### src/hdl/vcd_pkg.sv
// vcd_pkg: shared types, constants and curve tables for the volume curve block
// used by vcd_seg and volume_curve_with_deadband; no dependencies
`default_nettype none

package vcd_pkg;

  // curve table geometry
  localparam int unsigned MAX_POINTS = 32;
  localparam int unsigned TBL_IDX_W  = 5;
  localparam int unsigned LEVEL_W    = 8;

  typedef logic [TBL_IDX_W-1:0] tbl_idx_t;
  typedef logic [LEVEL_W-1:0]   level_t;

  // configuration register indexes
  localparam logic REG_DEADBAND = 1'b0;
  localparam logic REG_OFFSET   = 1'b1;

  // configuration reset values
  localparam logic [3:0] DEADBAND_RST = 4'd1;
  localparam logic [3:0] OFFSET_RST   = 4'd4;

  // segment search result handed to the sequencer
  typedef struct packed {
    logic   direct;   // y_base is the answer, no interpolation
    level_t y_base;   // y of the segment start
    level_t dy;       // rise of the segment
    level_t dx;       // run of the segment
    level_t px;       // distance of x into the segment
  } seg_res_t;

  // breakpoint x values, unused entries read as zero
  function automatic level_t curve_x(input tbl_idx_t idx);
    level_t v;
    case (idx)
      5'd0:    v = 8'd0;
      5'd1:    v = 8'd26;
      5'd2:    v = 8'd51;
      5'd3:    v = 8'd77;
      5'd4:    v = 8'd102;
      5'd5:    v = 8'd128;
      5'd6:    v = 8'd153;
      5'd7:    v = 8'd179;
      5'd8:    v = 8'd204;
      5'd9:    v = 8'd230;
      5'd10:   v = 8'd255;
      default: v = 8'd0;
    endcase
    return v;
  endfunction

  // breakpoint y values, unused entries read as zero
  function automatic level_t curve_y(input tbl_idx_t idx);
    level_t v;
    case (idx)
      5'd0:    v = 8'd0;
      5'd1:    v = 8'd94;
      5'd2:    v = 8'd140;
      5'd3:    v = 8'd171;
      5'd4:    v = 8'd189;
      5'd5:    v = 8'd207;
      5'd6:    v = 8'd217;
      5'd7:    v = 8'd230;
      5'd8:    v = 8'd240;
      5'd9:    v = 8'd250;
      5'd10:   v = 8'd255;
      default: v = 8'd0;
    endcase
    return v;
  endfunction

endpackage

`default_nettype wire

### src/hdl/vcd_seg.sv
// vcd_seg: serial segment search over the curve breakpoints, one compare a cycle
// depends on vcd_pkg for the curve tables and the result struct
`default_nettype none

module vcd_seg #(
  parameter int unsigned CURVE_POINTS = 11
) (
  input  wire logic             clk_i,
  input  wire logic             rst_ni,
  input  wire logic             start_i,
  input  wire vcd_pkg::level_t  x_i,
  output logic                  done_o,
  output vcd_pkg::seg_res_t     res_o
);
  import vcd_pkg::*;

  localparam int unsigned IDX_W = $clog2(CURVE_POINTS);
  localparam logic [IDX_W-1:0] START_IDX = IDX_W'(CURVE_POINTS - 2);
  localparam tbl_idx_t LAST_IDX  = tbl_idx_t'(CURVE_POINTS - 1);
  localparam tbl_idx_t FIRST_IDX = tbl_idx_t'(0);

  logic             busy_q;
  logic [IDX_W-1:0] idx_q;
  level_t           x_q;

  tbl_idx_t idx_w;
  tbl_idx_t idx_nx;
  level_t   xi;
  level_t   xn;
  logic     below;
  logic     above;
  logic     step;

  // table reads for the current candidate segment
  always_comb begin
    idx_w  = tbl_idx_t'(idx_q);
    idx_nx = idx_w + tbl_idx_t'(1);
    xi     = curve_x(idx_w);
    xn     = curve_x(idx_nx);
    below  = x_q <= curve_x(FIRST_IDX);
    above  = x_q >= curve_x(LAST_IDX);
    step   = (idx_q != '0) && (x_q < xi);
    done_o = busy_q && (below || above || !step);
  end

  // segment result: clamp at either end, exact hit, or interpolation operands
  always_comb begin
    res_o = '0;
    if (below) begin
      res_o.direct = 1'b1;
      res_o.y_base = curve_y(FIRST_IDX);
    end else if (above) begin
      res_o.direct = 1'b1;
      res_o.y_base = curve_y(LAST_IDX);
    end else begin
      res_o.direct = (x_q == xi) || (xn <= xi);
      res_o.y_base = curve_y(idx_w);
      res_o.dy     = curve_y(idx_nx) - curve_y(idx_w);
      res_o.dx     = xn - xi;
      res_o.px     = x_q - xi;
    end
  end

  // search walks down from the last inner segment
  always_ff @(posedge clk_i or negedge rst_ni) begin
    if (!rst_ni) begin
      busy_q <= 1'b0;
      idx_q  <= '0;
    end else if (start_i) begin
      busy_q <= 1'b1;
      idx_q  <= START_IDX;
    end else if (busy_q) begin
      if (done_o) begin
        busy_q <= 1'b0;
      end else begin
        idx_q <= idx_q - IDX_W'(1);
      end
    end
  end

  // operand latch
  always_ff @(posedge clk_i) begin
    if (start_i) begin
      x_q <= x_i;
    end
  end

endmodule

`default_nettype wire

### src/hdl/vcd_div.sv
// vcd_div: restoring divider, one quotient bit a cycle, 8-bit quotient
// depends on nothing but the caller's guarantee that the quotient fits 8 bits
`default_nettype none

module vcd_div (
  input  wire logic        clk_i,
  input  wire logic        rst_ni,
  input  wire logic        start_i,
  input  wire logic [15:0] dividend_i,
  input  wire logic [7:0]  divisor_i,
  output logic             done_o,
  output logic [7:0]       quotient_o
);

  logic       busy_q;
  logic       done_q;
  logic [2:0] cnt_q;
  logic [7:0] rem_q;
  logic [7:0] dvd_q;
  logic [7:0] dsr_q;

  logic [8:0] trial;
  logic [8:0] diff;
  logic       fits;

  // one trial subtraction
  always_comb begin
    trial = {rem_q, dvd_q[7]};
    diff  = trial - {1'b0, dsr_q};
    fits  = trial >= {1'b0, dsr_q};
  end

  // step control
  always_ff @(posedge clk_i or negedge rst_ni) begin
    if (!rst_ni) begin
      busy_q <= 1'b0;
      done_q <= 1'b0;
      cnt_q  <= '0;
    end else begin
      done_q <= busy_q && (cnt_q == 3'd7);
      if (start_i) begin
        busy_q <= 1'b1;
        cnt_q  <= '0;
      end else if (busy_q) begin
        cnt_q <= cnt_q + 3'd1;
        if (cnt_q == 3'd7) begin
          busy_q <= 1'b0;
        end
      end
    end
  end

  // datapath: high byte starts as remainder, quotient bits shift into dvd_q
  always_ff @(posedge clk_i) begin
    if (start_i) begin
      rem_q <= dividend_i[15:8];
      dvd_q <= dividend_i[7:0];
      dsr_q <= divisor_i;
    end else if (busy_q) begin
      rem_q <= fits ? diff[7:0] : trial[7:0];
      dvd_q <= {dvd_q[6:0], fits};
    end
  end

  assign done_o     = done_q;
  assign quotient_o = dvd_q;

endmodule

`default_nettype wire

### src/hdl/volume_curve_with_deadband.sv
// volume_curve_with_deadband: top level with APB registers, deadband and sequencer
// depends on vcd_pkg, vcd_seg and vcd_div
`default_nettype none

// Each sample word is cut to 8 bits and checked against the held level and the
// deadband; unless the word is muted, both gains are then looked up on the
// piecewise-linear curve, right channel first, left second. One sequencer drives
// a single segment-search unit and a single bit-serial divider for both lookups,
// so the block takes one word at a time and stalls its input until the result
// sits in the output register. Per channel the search walks the segments; a
// point on a breakpoint or clamped is done there, an interpolated point goes on
// through a multiply state and the divider. A muted word goes straight to the
// output state. The held level is updated on muted words too. Registers:
// deadband at byte address 0, channel_offset at byte address 4, both 4 bits wide.
module volume_curve_with_deadband #(
  parameter int unsigned CURVE_POINTS = 11
) (
  input  wire logic        clk_i,
  input  wire logic        rst_ni,
  // configuration port
  input  wire logic        psel,
  input  wire logic        penable,
  input  wire logic        pwrite,
  input  wire logic [2:0]  paddr,
  input  wire logic [31:0] pwdata,
  output logic [31:0]      prdata,
  output logic             pready,
  // input channel
  input  wire logic        in_valid_i,
  output logic             in_stall_o,
  input  wire logic [9:0]  adc_sample_i,
  input  wire logic        mute_i,
  // output channel
  output logic             out_valid_o,
  input  wire logic        out_stall_i,
  output logic [7:0]       right_gain_o,
  output logic [7:0]       left_gain_o
);
  import vcd_pkg::*;

  localparam logic [2:0] S_IDLE     = 3'd0;
  localparam logic [2:0] S_SEG_GO   = 3'd1;
  localparam logic [2:0] S_SEG_WAIT = 3'd2;
  localparam logic [2:0] S_MUL      = 3'd3;
  localparam logic [2:0] S_DIV_WAIT = 3'd4;
  localparam logic [2:0] S_OUT      = 3'd5;

  logic [2:0] state_q, state_d;
  logic [3:0] deadband_q;
  logic [3:0] offset_q;
  level_t     held_q;
  logic       mute_q;
  logic       phase_q, phase_d;
  seg_res_t   seg_res_q;
  level_t     right_q;
  level_t     left_q;
  logic       out_valid_q;
  level_t     right_gain_q;
  level_t     left_gain_q;

  logic       cfg_wr;
  logic       in_acc;
  level_t     level;
  level_t     diff;
  logic       exceed;
  logic [8:0] left_sum;
  level_t     left_idx;
  level_t     seg_x;
  logic       seg_start;
  logic       seg_done;
  seg_res_t   seg_res;
  logic       div_start;
  logic       div_done;
  logic [7:0] quotient;
  logic       fin;
  level_t     fin_val;
  logic       out_load;

  // configuration registers
  assign pready = 1'b1;
  assign cfg_wr = psel && penable && pwrite;

  always_ff @(posedge clk_i or negedge rst_ni) begin
    if (!rst_ni) begin
      deadband_q <= DEADBAND_RST;
      offset_q   <= OFFSET_RST;
    end else if (cfg_wr) begin
      case (paddr[2])
        REG_DEADBAND: deadband_q <= pwdata[3:0];
        REG_OFFSET:   offset_q   <= pwdata[3:0];
        default:      ;
      endcase
    end
  end

  always_comb begin
    case (paddr[2])
      REG_DEADBAND: prdata = {28'd0, deadband_q};
      REG_OFFSET:   prdata = {28'd0, offset_q};
      default:      prdata = '0;
    endcase
  end

  // deadband compare on the incoming word
  always_comb begin
    level  = adc_sample_i[9:2];
    diff   = (level >= held_q) ? (level - held_q) : (held_q - level);
    exceed = diff > {4'd0, deadband_q};
  end

  assign in_stall_o = (state_q != S_IDLE);
  assign in_acc     = in_valid_i && !in_stall_o;

  // left index saturates at full scale
  always_comb begin
    left_sum = {1'b0, held_q} + {5'd0, offset_q};
    left_idx = left_sum[8] ? 8'hFF : left_sum[7:0];
    seg_x    = phase_q ? left_idx : held_q;
  end

  vcd_seg #(
    .CURVE_POINTS(CURVE_POINTS)
  ) u_seg (
    .clk_i  (clk_i),
    .rst_ni (rst_ni),
    .start_i(seg_start),
    .x_i    (seg_x),
    .done_o (seg_done),
    .res_o  (seg_res)
  );

  vcd_div u_div (
    .clk_i     (clk_i),
    .rst_ni    (rst_ni),
    .start_i   (div_start),
    .dividend_i({8'd0, seg_res_q.dy} * {8'd0, seg_res_q.px}),
    .divisor_i (seg_res_q.dx),
    .done_o    (div_done),
    .quotient_o(quotient)
  );

  // sequencer
  always_comb begin
    state_d   = state_q;
    phase_d   = phase_q;
    seg_start = 1'b0;
    div_start = 1'b0;
    fin       = 1'b0;
    fin_val   = seg_res_q.y_base;
    out_load  = 1'b0;
    case (state_q)
      S_IDLE: begin
        phase_d = 1'b0;
        if (in_acc) begin
          state_d = mute_i ? S_OUT : S_SEG_GO;
        end
      end
      S_SEG_GO: begin
        seg_start = 1'b1;
        state_d   = S_SEG_WAIT;
      end
      S_SEG_WAIT: begin
        if (seg_done) begin
          if (seg_res.direct) begin
            fin     = 1'b1;
            fin_val = seg_res.y_base;
          end else begin
            state_d = S_MUL;
          end
        end
      end
      S_MUL: begin
        div_start = 1'b1;
        state_d   = S_DIV_WAIT;
      end
      S_DIV_WAIT: begin
        if (div_done) begin
          fin     = 1'b1;
          fin_val = quotient + seg_res_q.y_base;
        end
      end
      S_OUT: begin
        if (!out_valid_q || !out_stall_i) begin
          out_load = 1'b1;
          state_d  = S_IDLE;
        end
      end
      default: state_d = S_IDLE;
    endcase
    // channel finished: go on to the left channel or to the output
    if (fin) begin
      if (!phase_q) begin
        phase_d = 1'b1;
        state_d = S_SEG_GO;
      end else begin
        state_d = S_OUT;
      end
    end
  end

  always_ff @(posedge clk_i or negedge rst_ni) begin
    if (!rst_ni) begin
      state_q     <= S_IDLE;
      phase_q     <= 1'b0;
      held_q      <= '0;
      out_valid_q <= 1'b0;
    end else begin
      state_q <= state_d;
      phase_q <= phase_d;
      if (in_acc && exceed) begin
        held_q <= level;
      end
      if (out_load) begin
        out_valid_q <= 1'b1;
      end else if (!out_stall_i) begin
        out_valid_q <= 1'b0;
      end
    end
  end

  // payload registers
  always_ff @(posedge clk_i) begin
    if (in_acc) begin
      mute_q <= mute_i;
    end
    if (seg_done) begin
      seg_res_q <= seg_res;
    end
    if (fin && !phase_q) begin
      right_q <= fin_val;
    end
    if (fin && phase_q) begin
      left_q <= fin_val;
    end
    if (out_load) begin
      right_gain_q <= mute_q ? '0 : right_q;
      left_gain_q  <= mute_q ? '0 : left_q;
    end
  end

  assign out_valid_o  = out_valid_q;
  assign right_gain_o = right_gain_q;
  assign left_gain_o  = left_gain_q;

  // an accepted word always starts the sequencer
  a_acc_busy: assert property (@(posedge clk_i) disable iff (!rst_ni)
    in_acc |=> state_q != S_IDLE)
    else $error("sequencer idle after accepted word");

  // a level change beyond the deadband is taken over
  a_held_upd: assert property (@(posedge clk_i) disable iff (!rst_ni)
    (in_acc && exceed) |=> held_q == $past(level))
    else $error("held level not updated");

  // a muted word gives zero gains
  a_mute_zero: assert property (@(posedge clk_i) disable iff (!rst_ni)
    (out_load && mute_q) |=> (right_gain_o == '0) && (left_gain_o == '0))
    else $error("muted word with nonzero gain");

  // the divider only reports back while the sequencer waits on it
  a_div_sync: assert property (@(posedge clk_i) disable iff (!rst_ni)
    div_done |-> state_q == S_DIV_WAIT)
    else $error("divider done outside its wait state");

endmodule

`default_nettype wire
### config.mk
export PLATFORM = sky130hd
export DESIGN_NAME = volume_curve_with_deadband
export DESIGN_NICKNAME = d
export VERILOG_FILES = /design/src/hdl/vcd_pkg.sv /design/src/hdl/vcd_seg.sv /design/src/hdl/vcd_div.sv /design/src/hdl/volume_curve_with_deadband.sv
export SDC_FILE = /design/constraint.sdc
export NUM_CORES = 1
export LEC_CHECK = 0
export ABC_CLOCK_PERIOD_IN_PS = 6360
export BUFFER_PORTS_ARGS = -buffer_cell sky130_fd_sc_hd__buf_2
export CORE_UTILIZATION = 45
export DETAILED_ROUTE_END_ITERATION = 12
export GPL_TIMING_DRIVEN = 0
export SLEW_MARGIN = 20
export SYNTH_ARGS = -nofsm -noshare
export SYNTH_HDL_FRONTEND = slang
export SYNTH_SLANG_ARGS = --single-unit
export TNS_END_PERCENT = 30
### constraint.sdc
create_clock -name clk_i -period 6.36 [get_ports clk_i]
set_input_delay 0.636 -clock clk_i [delete_from_list [all_inputs] [get_ports clk_i]]
set_output_delay 0.636 -clock clk_i [all_outputs]
set_load 0.005 [all_outputs]
Yosys cells after proc, flatten, opt, wreduce, memory -nomap -nowiden
Memory sizes are Yosys's and may differ from the RTL's.
Index checks and enable logic that the tools add are counted.

word-level totals
  flip-flop bits (word level) = 128
  memory bits (read-only) = 640
  input port bits = 53
  output and inout bits = 51
  word-level logic and storage cells = 144
  memories kept = 5

cells by class
  add/subtract/negate cells = 11
  $mul = 1
  $lt $le $gt $ge = 7
  eq/ne operators = 14
  multiplexer cells = 53
  bitwise logic cells = 1
  reduce and logical (&&, ||, !) cells = 28

memories
  name             words  width  read ports  clocked after Yosys merged registers in  wr ports  line           RTL
  (no name shown)  16     8      1           0                                        0         vcd_pkg.sv:55  case (idx)
  (no name shown)  16     8      1           0                                        0         vcd_pkg.sv:55
  (no name shown)  16     8      1           0                                        0         vcd_pkg.sv:55
  (no name shown)  16     8      1           0                                        0         vcd_pkg.sv:35  case (idx)
  (no name shown)  16     8      1           0                                        0         vcd_pkg.sv:35

operator list
  operator            count
  $mux 8              17
  $pmux 32 s2         1
  $sub 8x8->8         6
  $mux 3              9
  $mux 1              18
  $mux 9              2
  $pmux 3 s6          1
  $mul 8x8->16        1
  $pmux 8 s2          1
  $mux 4              3
  $ne 3x3->1 const B  4
  $add 8x4->9         1
  $eq 3x3->1 const B  3
  $ge 9x8->1          1
  $logic_and 1x1->1   9
  $add 8x8->8         1
  $eq 8x8->1          1
  $ge 8x8->1          1
  $ge 8x8->1 const B  1
  $gt 8x4->1          1
  $le 8x1->1 const B  1
  $le 8x8->1          1
  $lt 8x8->1          1
  $eq 3x2->1 const B  2
  other kinds (17)    28

Logic depth before layout (Yosys ltp)
Gate-level depths: netlist of the first run.
An unclocked memory read counts as a cell.

  depth in word-level cells = 12
  depth in mapped cells = 22
  gate-level depth less buffers = 20

Hierarchy
Synthesis of the first run repeated with hierarchy kept, for this count alone.

second synthesis, totals
  cell total of the unflattened synthesis = 1098
  area, all modules = 10869.2 um^2

modules (own cells, without submodules)
  module                      instances  cells each  area each (um^2)  sequential area each (um^2)
  volume_curve_with_deadband  1          650         6830.3            2479.9
  vcd_seg                     1          316         2389.8            365.4
  vcd_div                     1          132         1649.1            845.8

Least setup slack after synthesis of the first run
No wires, ideal clock.

  path kind = flip-flop to flip-flop
  start = reg u_seg.idx_q[0]
  end = reg seg_res_q[0] (netlist name) (enable)
  setup time = 0.470 ns
  arrival = 5.077 ns
  required time = 5.890 ns
  slack = 0.813 ns
  stages on the path, launching flop included = 16
  buffers on the path = 2
  clock period less this slack = 5.547 ns
  cells stage by stage = dfrtp_1 -> clkbuf_1 -> inv_1 -> ha_1 -> clkbuf_1 -> and3_1 -> o21bai_1 -> ha_1 -> inv_1 -> fa_1 -> a21o_1 -> a21o_1 -> a21o_1 -> a21o_1 -> a31oi_1 -> a21boi_0

between the ends
  cells in the longest elaborated chain, start to end = 6
  elaborated cells between the ends (all ways) = 7
  those cells by class = 1 x order compare; 5 x reduce/logical; 1 x memory

ends and longest elaborated chain
  what                    line                               RTL
  start, declared         vcd_seg.sv:23                      logic [IDX_W-1:0] idx_q;
  start signal, assigned  vcd_seg.sv:76                      idx_q <= idx_q - IDX_W'(1);
  $mem_v2 16x8            n/a
  $lt 8x8->1              vcd_seg.sv:42                      step = (idx_q != '0) && (x_q < xi);
  $logic_and 1x1->1 (*)   vcd_seg.sv:42
  $logic_not 1->1 (*)     vcd_seg.sv:43                      done_o = busy_q && (below || above || !step);
  $logic_or 1x1->1 (*)    vcd_seg.sv:43
  $logic_and 1x1->1 (*)   vcd_seg.sv:43
  end signal, assigned    volume_curve_with_deadband.sv:227  seg_res_q <= seg_res;
  end, declared           volume_curve_with_deadband.sv:54   seg_res_t seg_res_q;

Every way passes the cells marked *; elsewhere a longest branch is shown, timed or not.
A chain may end at the register's enable or synchronous reset.

Worst setup path in the final report of the first run
  start = reg u_seg.idx_q[2]
  end = reg left_q[3] (enable)

between the ends
  cells in the longest elaborated chain, start to end = 11
  elaborated cells between the ends (all ways) = 19
  those cells by class = 1 x add/sub; 2 x order compare; 1 x eq/ne; 6 x mux; 7 x reduce/logical; 2 x memory

ends and longest elaborated chain
  what                   line                               RTL
  $add 4x1->5            vcd_seg.sv:37                      idx_nx = idx_w + tbl_idx_t'(1);
  $mem_v2 16x8           n/a
  $mux 8                 vcd_pkg.sv:35
  $le 8x8->1             vcd_seg.sv:56                      res_o.direct = (x_q == xi) || (xn <= xi);
  $logic_or 1x1->1       vcd_seg.sv:56
  $mux 9                 vcd_seg.sv:52                      end else if (above) begin
  $mux 9                 vcd_seg.sv:49                      if (below) begin
  $mux 1                 volume_curve_with_deadband.sv:164  if (seg_res.direct) begin
  $mux 1 (*)             volume_curve_with_deadband.sv:163  if (seg_done) begin
  $pmux 1 s2 (*)         volume_curve_with_deadband.sv:151  case (state_q)
  $logic_and 1x1->1 (*)  volume_curve_with_deadband.sv:232  if (fin && phase_q) begin
  end signal, assigned   volume_curve_with_deadband.sv:233  left_q <= fin_val;
  end, declared          volume_curve_with_deadband.sv:56   level_t left_q;

Marked as above.

==> results of run 1 <==
-- area by class of cell --
class	instances	share of cell area
inverters	126	0.0408
repair buffers	43	0.0210
clock buffers	17	0.0367
multi-input cells	783	0.514
clock inverters	15	0.0106
flip-flops and latches	128	0.318
plain buffers	56	0.0278
well taps	285	0.0308
-- flip-flops by register name, indices dropped and copies added, names as in the netlist, 8 cells and up --
name and cells:
held_q 8, left_gain_o 8, left_q 8, right_gain_o 8, right_q 8, seg_res_q 32, u_div.dsr_q 8, u_div.quotient_o 8
u_div.rem_q 8, u_seg.x_q 8
-- routing by layer --
layer  up-vias  global-route usage  routed length [microns]
li1       3757                   -                        -
met1      3567               0.269                    10500
met2       134               0.307                     9960
met3        22              0.0369                      723
met4         0              0.0557                      297
met5         -                   0                        0
-- cells by family after synthesis --
family / count (synthesis)
AO/OA/AOI/OAI: 196
buffers and inverters: 182
AND/OR/NAND/NOR: 325
adder cells (fa/ha/maj): 153
flip-flops: 128
other: 2
multiplexers: 32
XOR/XNOR: 48
-- per-stage QoR --
stage / cells / worst slack (ns)
2_1_floorplan: 1093 / 0.813
3_3_place_gp: 1419 / -0.719
3_5_place_dp: 1421 / 0.330
4_1_cts: 1453 / 0.296
5_1_grt: 1453 / 0.0330
6_report: 1453 / 0.578
-- final timing paths --
kind	slack (ns)	endpoint
worst min register to register	0.44	u_div.dsr_q[0]
worst min-delay path	0.29	held_q[2]
worst max-delay path	0.58	left_q[3]
max in group asynchronous	5.58	offset_q[0]
min in group clk_i	0.42	mute_q
worst max register to register	0.58	left_q[3]
-- layout by cell type (no fill, tap or decap), types with 4 or more instances in the layout --
cell type / n
clkbuf_16: 17
xnor2_1: 39
ha_1: 109
inv_6: 7
and3_1: 8
o21bai_1: 8
edfxtp_1: 97
o21ai_0: 52
nand3_1: 14
xor2_1: 9
a31oi_1: 7
o211ai_1: 7
nand2b_1: 10
nand2_1: 108
mux2_2: 11
a21o_1: 22
mux2i_1: 20
nor2b_1: 34
fa_1: 44
nor3_1: 11
o21a_1: 4
conb_1: 29
clkbuf_1: 24
nor2_1: 79
buf_4: 30
nand4_1: 9
dfrtp_1: 29
a221o_1: 7
and2_1: 33
a21oi_1: 56
inv_1: 125
buf_2: 41
-- timing repair --
| item | 4_1_cts | 5_1_grt |
|---|---|---|
| resized for setup | 0 | 3 |
| setup endpoints to repair | 0 | 18 |
| hold endpoints to repair | 0 | 0 |
==> impl_metrics.csv, run 1 <==
group,metric,value,unit
status,outcome,"finished, final reports clean",
logic_synthesis,async_reset_ff_frac,0.242,
sta,maxSlewHeadroom,0.445,
routing,drtIter0Drc,328,
setup_path,path_class,"reg2reg",
layout,final_area,0.0116,sq mm
layout,final_layout_size_suffix_gt1_frac,0.114,
logic_synthesis,muxShareOfSynthArea,0.0328,
global_routing,grt_pass1_wl,36.1,mm
sta,period_needed,5.78,ns
logic_synthesis,synth_compound_area_frac,0.122,
logic_synthesis,yosysMostFrequentCell,"inv_1",
logic_synthesis,synth_cell_types,63,
logic_synthesis,synth_area,0.0103,sq mm
run,max-cap-violations,0,
clocking,cts_buffer_depth,2,
setup_path,crit_buf_inv,4,
setup_path,r2r_cells,18,
routing,drc_errors,0,
clocking,holdBufCountCts,0,
layout,nFillCells,2111,
clocking,numCtsBuffers,17,
global_routing,antenna_found_initial,0,
routing,num_vias,7480,
floorplan,die_area,0.0235,sq mm
routing,via_per_inst,5.15,
sta,fmax,0.173,GHz
setup_path,rr_startpoint,"u_seg.idx_q[2]",
clocking,clkLatencyLatePin,0.42,ns
global_routing,overflow,0,
setup_path,end_kind,"register",
layout,final_nets,1361,
logic_synthesis,synth.avg_cell_area,9.68,sq um
sta,rsz0062_at_grt,"false",
floorplan,start_util,0.457,
layout,multiInputGateArea,0.00596,sq mm
logic_synthesis,yosys_warnings,0,
sta,hold_viol,0,
floorplan,rows,55,
setup_path,path_cells,"clkbuf_1, clkinv_1, ha_1, clkbuf_1, nor2_1, o21ai_0, a21oi_1, ha_1, nor2b_1, o21ai_0, a21boi_0, o21ai_0, a21oi_1, o31ai_1, a21oi_2, and2_1, buf_4, nor2b_2",
layout,syn2layout_area_growth,12.3,%
logic_synthesis,synth_top_family_by_area,"adder cells",
clocking,cts.clk_slew.worst_paths,0.06,ns
logic_synthesis,synth-seq-area-share,0.358,
setup_path,cp.arrival,5.84,ns
floorplan,die-height,153,microns
routing,ant_nets,0,
logic_synthesis,synthCells,1066,
placement,gp_congestion,0.920,
sta,finClkSkew,0.00978,ns
logic_synthesis,synth-edff-count,97,
setup_path,crit_family,"compound AO/OA/AOI/OAI gates",
sta,fin_worst_hold_slack,0.291,ns
placement,place_area,0.0110,sq mm
setup_path,slowest_stage,"o21ai_0",
sta,period_share,0.909,
logic_synthesis,synthFlopType,"edfxtp_1",
clocking,cts_tree,"done",
routing,detail_route.wl_per_cell,14.8,microns
logic_synthesis,synth-simple-area-share,0.151,
setup_path,start_kind,"register",
logic_synthesis,synth_top_area_frac,0.282,
layout,ff_latch_area,0.00369,sq mm
setup_path,cp_common_cell,"o21ai_0",
logic_synthesis,netlist_top_cells_area,"edfxtp_1 (28%), ha_1 (13%), fa_1 (8.5%)",
logic_synthesis,synth_commonest_cells,"inv_1 (125), ha_1 (109), nand2_1 (108), edfxtp_1 (97), nor2_1 (80)",
setup_path,worstSetupStartpoint,"u_seg.idx_q[2]",
setup_path,critPathMaxStageDelay,0.52,ns
floorplan,die_x,153,microns
clocking,root_buffer,"clkbuf_16",
clocking,cts_setup_buffers,0,
setup_path,cp_num_cells,18,
placement,dpl.hpwl,17.1,mm
logic_synthesis,synth_xor_area_frac,0.0407,
clocking,cts_max_level,4,
sta,tns,0,ns
global_routing,grt_pass1_vias,7269,
sta,maxSlewViolCount,0,
setup_path,crit_required,6.42,ns
clocking,cts_num_sinks,128,
global_routing,grt_usage,0.193,
layout,n_antenna_cell,0,
global_routing,grt_max_degree,32,
setup_path,worstPathMaxFanout,10,
floorplan,io_pins,104,
placement,numPortBuffers,41,
logic_synthesis,yosys.area.top_type,"edfxtp_1",
floorplan,core,0.0226,sq mm
routing,finalWirelength,21.5,mm
sta,setup_viol,0,
layout,final_util,0.514,
hold_path,hold_class,"in2async",
logic_synthesis,synth-seq-cells,128,
routing,first_pass_iters,5,
sta,worst_pin_slew,0.833,ns
logic_synthesis,synth_fa_ha_area_frac,0.217,
Power of run 1 is not shown: default switching activity piles up to over one toggle a cycle in this logic, so the estimate is an artifact.
==> run 2: changes to the inputs <==
Settings changed: SYNTH_HIERARCHICAL set to 1.
==> run 2 against run 1 <==
Against the previous run: sequential share of layout area is 1.6 points lower; synthesized area increased by 5.3%; count of clock-buffer cells in the layout unchanged; maximum frequency fell by 3.0%; utilization increased by 0.31 points; critical path depth rose by 5; clock skew barely moved; flip-flop and latch count unchanged; cell area up 5.2%; non-clock buffer count grew 5; global-route usage increased by 0.33 points; critical endpoint is now right_q[3]; largest cell class unchanged.
==> impl_metrics.csv, run 2 <==
group,metric,value,unit
status,outcome,"finished, final reports clean",
setup_path,crit_required,6.49,ns
setup_path,reg2reg_slack,0.40,ns
floorplan,die_x,157,microns
routing,finalWirelength,23.2,mm
layout,largest_reg_flops,32,
logic_synthesis,synthCells,1098,
placement,gp_congestion,0.905,
layout,syn2layout_area_growth,12.3,%
global_routing,grt_usage,0.197,
global_routing,grt_pass1_vias,7508,
placement,numPortBuffers,41,
logic_synthesis,yosys_warnings,6,
clocking,cts_tree,"done",
global_routing,use_met1,0.274,
logic_synthesis,synth-seq-area-share,0.340,
logic_synthesis,netlist_top_cells_area,"edfxtp_1 (27%), ha_1 (12%), fa_1 (8.1%)",
floorplan,core,0.0236,sq mm
layout,nFillCells,2210,
layout,top_register,"seg_res_q",
sta,period_needed,5.96,ns
setup_path,r2r_cells,23,
logic_synthesis,synth_top_area_frac,0.268,
layout,n_antenna_cell,0,
layout,ff_latch_area,0.00369,sq mm
logic_synthesis,yosys.area.top_type,"edfxtp_1",
setup_path,rr_startpoint,"u_seg/idx_q[1]",
layout,final_common_cell,"inv_1",
sta,hold_viol,0,
sta,setup_viol,0,
setup_path,start_kind,"register",
floorplan,io_pins,104,
routing,drtIter0Drc,543,
global_routing,overflow,0,
logic_synthesis,synth-seq-cells,128,
sta,finClkSkew,0.00952,ns
logic_synthesis,synth_area,0.0109,sq mm
routing,first_pass_iters,5,
clocking,root_buffer,"clkbuf_16",
sta,fmax,0.168,GHz
layout,multiInputGateArea,0.00645,sq mm
logic_synthesis,synth_cell_types,82,
routing,detail_route.wl_per_cell,15.3,microns
layout,final_layout_size_suffix_gt1_frac,0.141,
global_routing,grt_max_degree,33,
placement,place_area,0.0116,sq mm
layout,final_nets,1391,
routing,ant_nets,0,
sta,worst_pin_slew,0.858,ns
floorplan,die_area,0.0248,sq mm
sta,tns,0,ns
clocking,holdBufCountCts,0,
clocking,cts_max_level,4,
layout,final_util,0.517,
global_routing,antenna_found_initial,0,
sta,period_share,0.937,
setup_path,path_class,"reg2reg",
logic_synthesis,synthFlopType,"edfxtp_1",
logic_synthesis,yosysMostFrequentCell,"inv_1",
logic_synthesis,synth.avg_cell_area,9.90,sq um
setup_path,r2r-end,"right_q[3]",
sta,maxSlewHeadroom,0.422,
global_routing,use_met3,0.0369,
clocking,numCtsBuffers,17,
global_routing,grt_pass1_wl,37.9,mm
placement,dpl.hpwl,18.3,mm
floorplan,die-height,157,microns
clocking,cts_num_sinks,128,
clocking,cts_buffer_depth,2,
routing,drc_errors,0,
sta,maxSlewViolCount,0,
global_routing,grt-busiest-layer,"met2",
logic_synthesis,async_reset_ff_frac,0.242,
setup_path,cp.arrival,6.09,ns
hold_path,hold_class,"in2async",
routing,via_per_inst,5.21,
floorplan,rows,56,
setup_path,end_kind,"register",
clocking,cts.clk_slew.worst_paths,0.07,ns
run,max-cap-violations,0,
setup_path,worstPathMaxFanout,10,
routing,num_vias,7913,
floorplan,start_util,0.460,
clocking,clkLatencyLatePin,0.42,ns
logic_synthesis,synth_commonest_cells,"inv_1 (119), ha_1 (108), edfxtp_1 (97), nor2_1 (67), a21oi_1 (60)",
global_routing,grtUsageMet2,0.319,
logic_synthesis,synth-edff-count,97,
layout,final_area,0.0122,sq mm
sta,rsz0062_at_grt,"true",
layout,layout_common_cells,"inv_1 (119), ha_1 (108), edfxtp_1 (97)",
==> run 2: cell count changes after synthesis, moves of 7 or more <==
cell,change
a21o_1,-8
and2_1,+22
clkbuf_1,-7
mux2_2,+9
nand2_1,-51
nor2_1,-13
nor2b_1,+7
nor3_1,+16
o21a_1,+7
xnor2_1,-9
==> run 2: cell type report <==
cell class | count | share of cell area
Multi-Input combinational cell | 814 | 0.528
Tap cell | 319 | 0.0327
Clock inverter | 15 | 0.0131
Buffer | 62 | 0.0330
Timing Repair Buffer | 42 | 0.0185
Sequential cell | 128 | 0.302
Clock buffer | 17 | 0.0349
Inverter | 121 | 0.0372
==> run 2: worst max path at each step <==
stage	start	to	slack, ns	depth (start not counted)
after global routing	u_seg/idx_q[1]	right_q[1]	-0.003	21
after detailed placement	u_seg/idx_q[1]	left_q[6]	-0.14	22
after global placement	u_seg/idx_q[1]	left_q[4]	-0.73	16
after CTS	u_seg/idx_q[1]	left_q[0]	0.11	22
final	u_seg/idx_q[1]	right_q[3]	0.40	23
after floorplan	u_seg/idx_q[0]	left_q[0]	0.89	17
==> run 2: through the flow <==
stage                     hold WS, ns  setup WS (ns)  std cells
final                           0.280          0.402       1518
after detailed placement        0.409         -0.142       1486
after CTS                       0.295          0.110       1518
after global placement          0.405         -0.733       1485
after global routing            0.336       -0.00302       1518
after floorplan                 0.340          0.892       1125
==> run 2: kinds of logic (layout without fill, tap and decap cells) <==
| kind of cell | after synthesis | after routing | share of synthesized area |
|---|---|---|---|
| mux | 41 | 41 | 0.0405 |
| flops | 128 | 128 | 0.340 |
| other cells | 2 | 29 | 0.000691 |
| simple gates | 324 | 324 | 0.160 |
| compound gates | 230 | 230 | 0.143 |
| fa+ha+maj | 152 | 152 | 0.205 |
| xor+xnor | 38 | 38 | 0.0323 |
| buf+inv | 183 | 257 | 0.0789 |
==> run 2: per-layer routing <==
layer	vias up	wire length (microns)
li1	3967	-
met1	3766	11400
met2	165	10700
met3	15	906
met4	0	244
met5	-	0
==> run 2: repair_timing <==
item,in CTS,in global routing
gates resized for setup,1,3
endpoints found under the setup margin,8,25
endpoints found under the hold margin,0,0
setup buffers,0,0
==> run 2: worst max-delay path, stage by stage, from the launching register on <==
cell and delay [ns]:
dfrtp_1 0.55, ha_1 0.33, inv_1 0.12, ha_1 0.28, clkbuf_1 0.30, clkbuf_1 0.37
nand3b_1 0.16, nand2_1 0.05, nand2_1 0.12, ha_1 0.18, inv_1 0.05, fa_1 0.41
a21o_1 0.18, a21oi_1 0.22, o21ai_0 0.12, a21oi_1 0.27, nor2b_1 0.08, o31ai_1 0.37
nand3_1 0.21, nor3_4 0.35, a21oi_1 0.14, clkbuf_1 0.29, a22oi_1 0.28, o21ai_0 0.22
Power of run 2 is left out for the same reason.
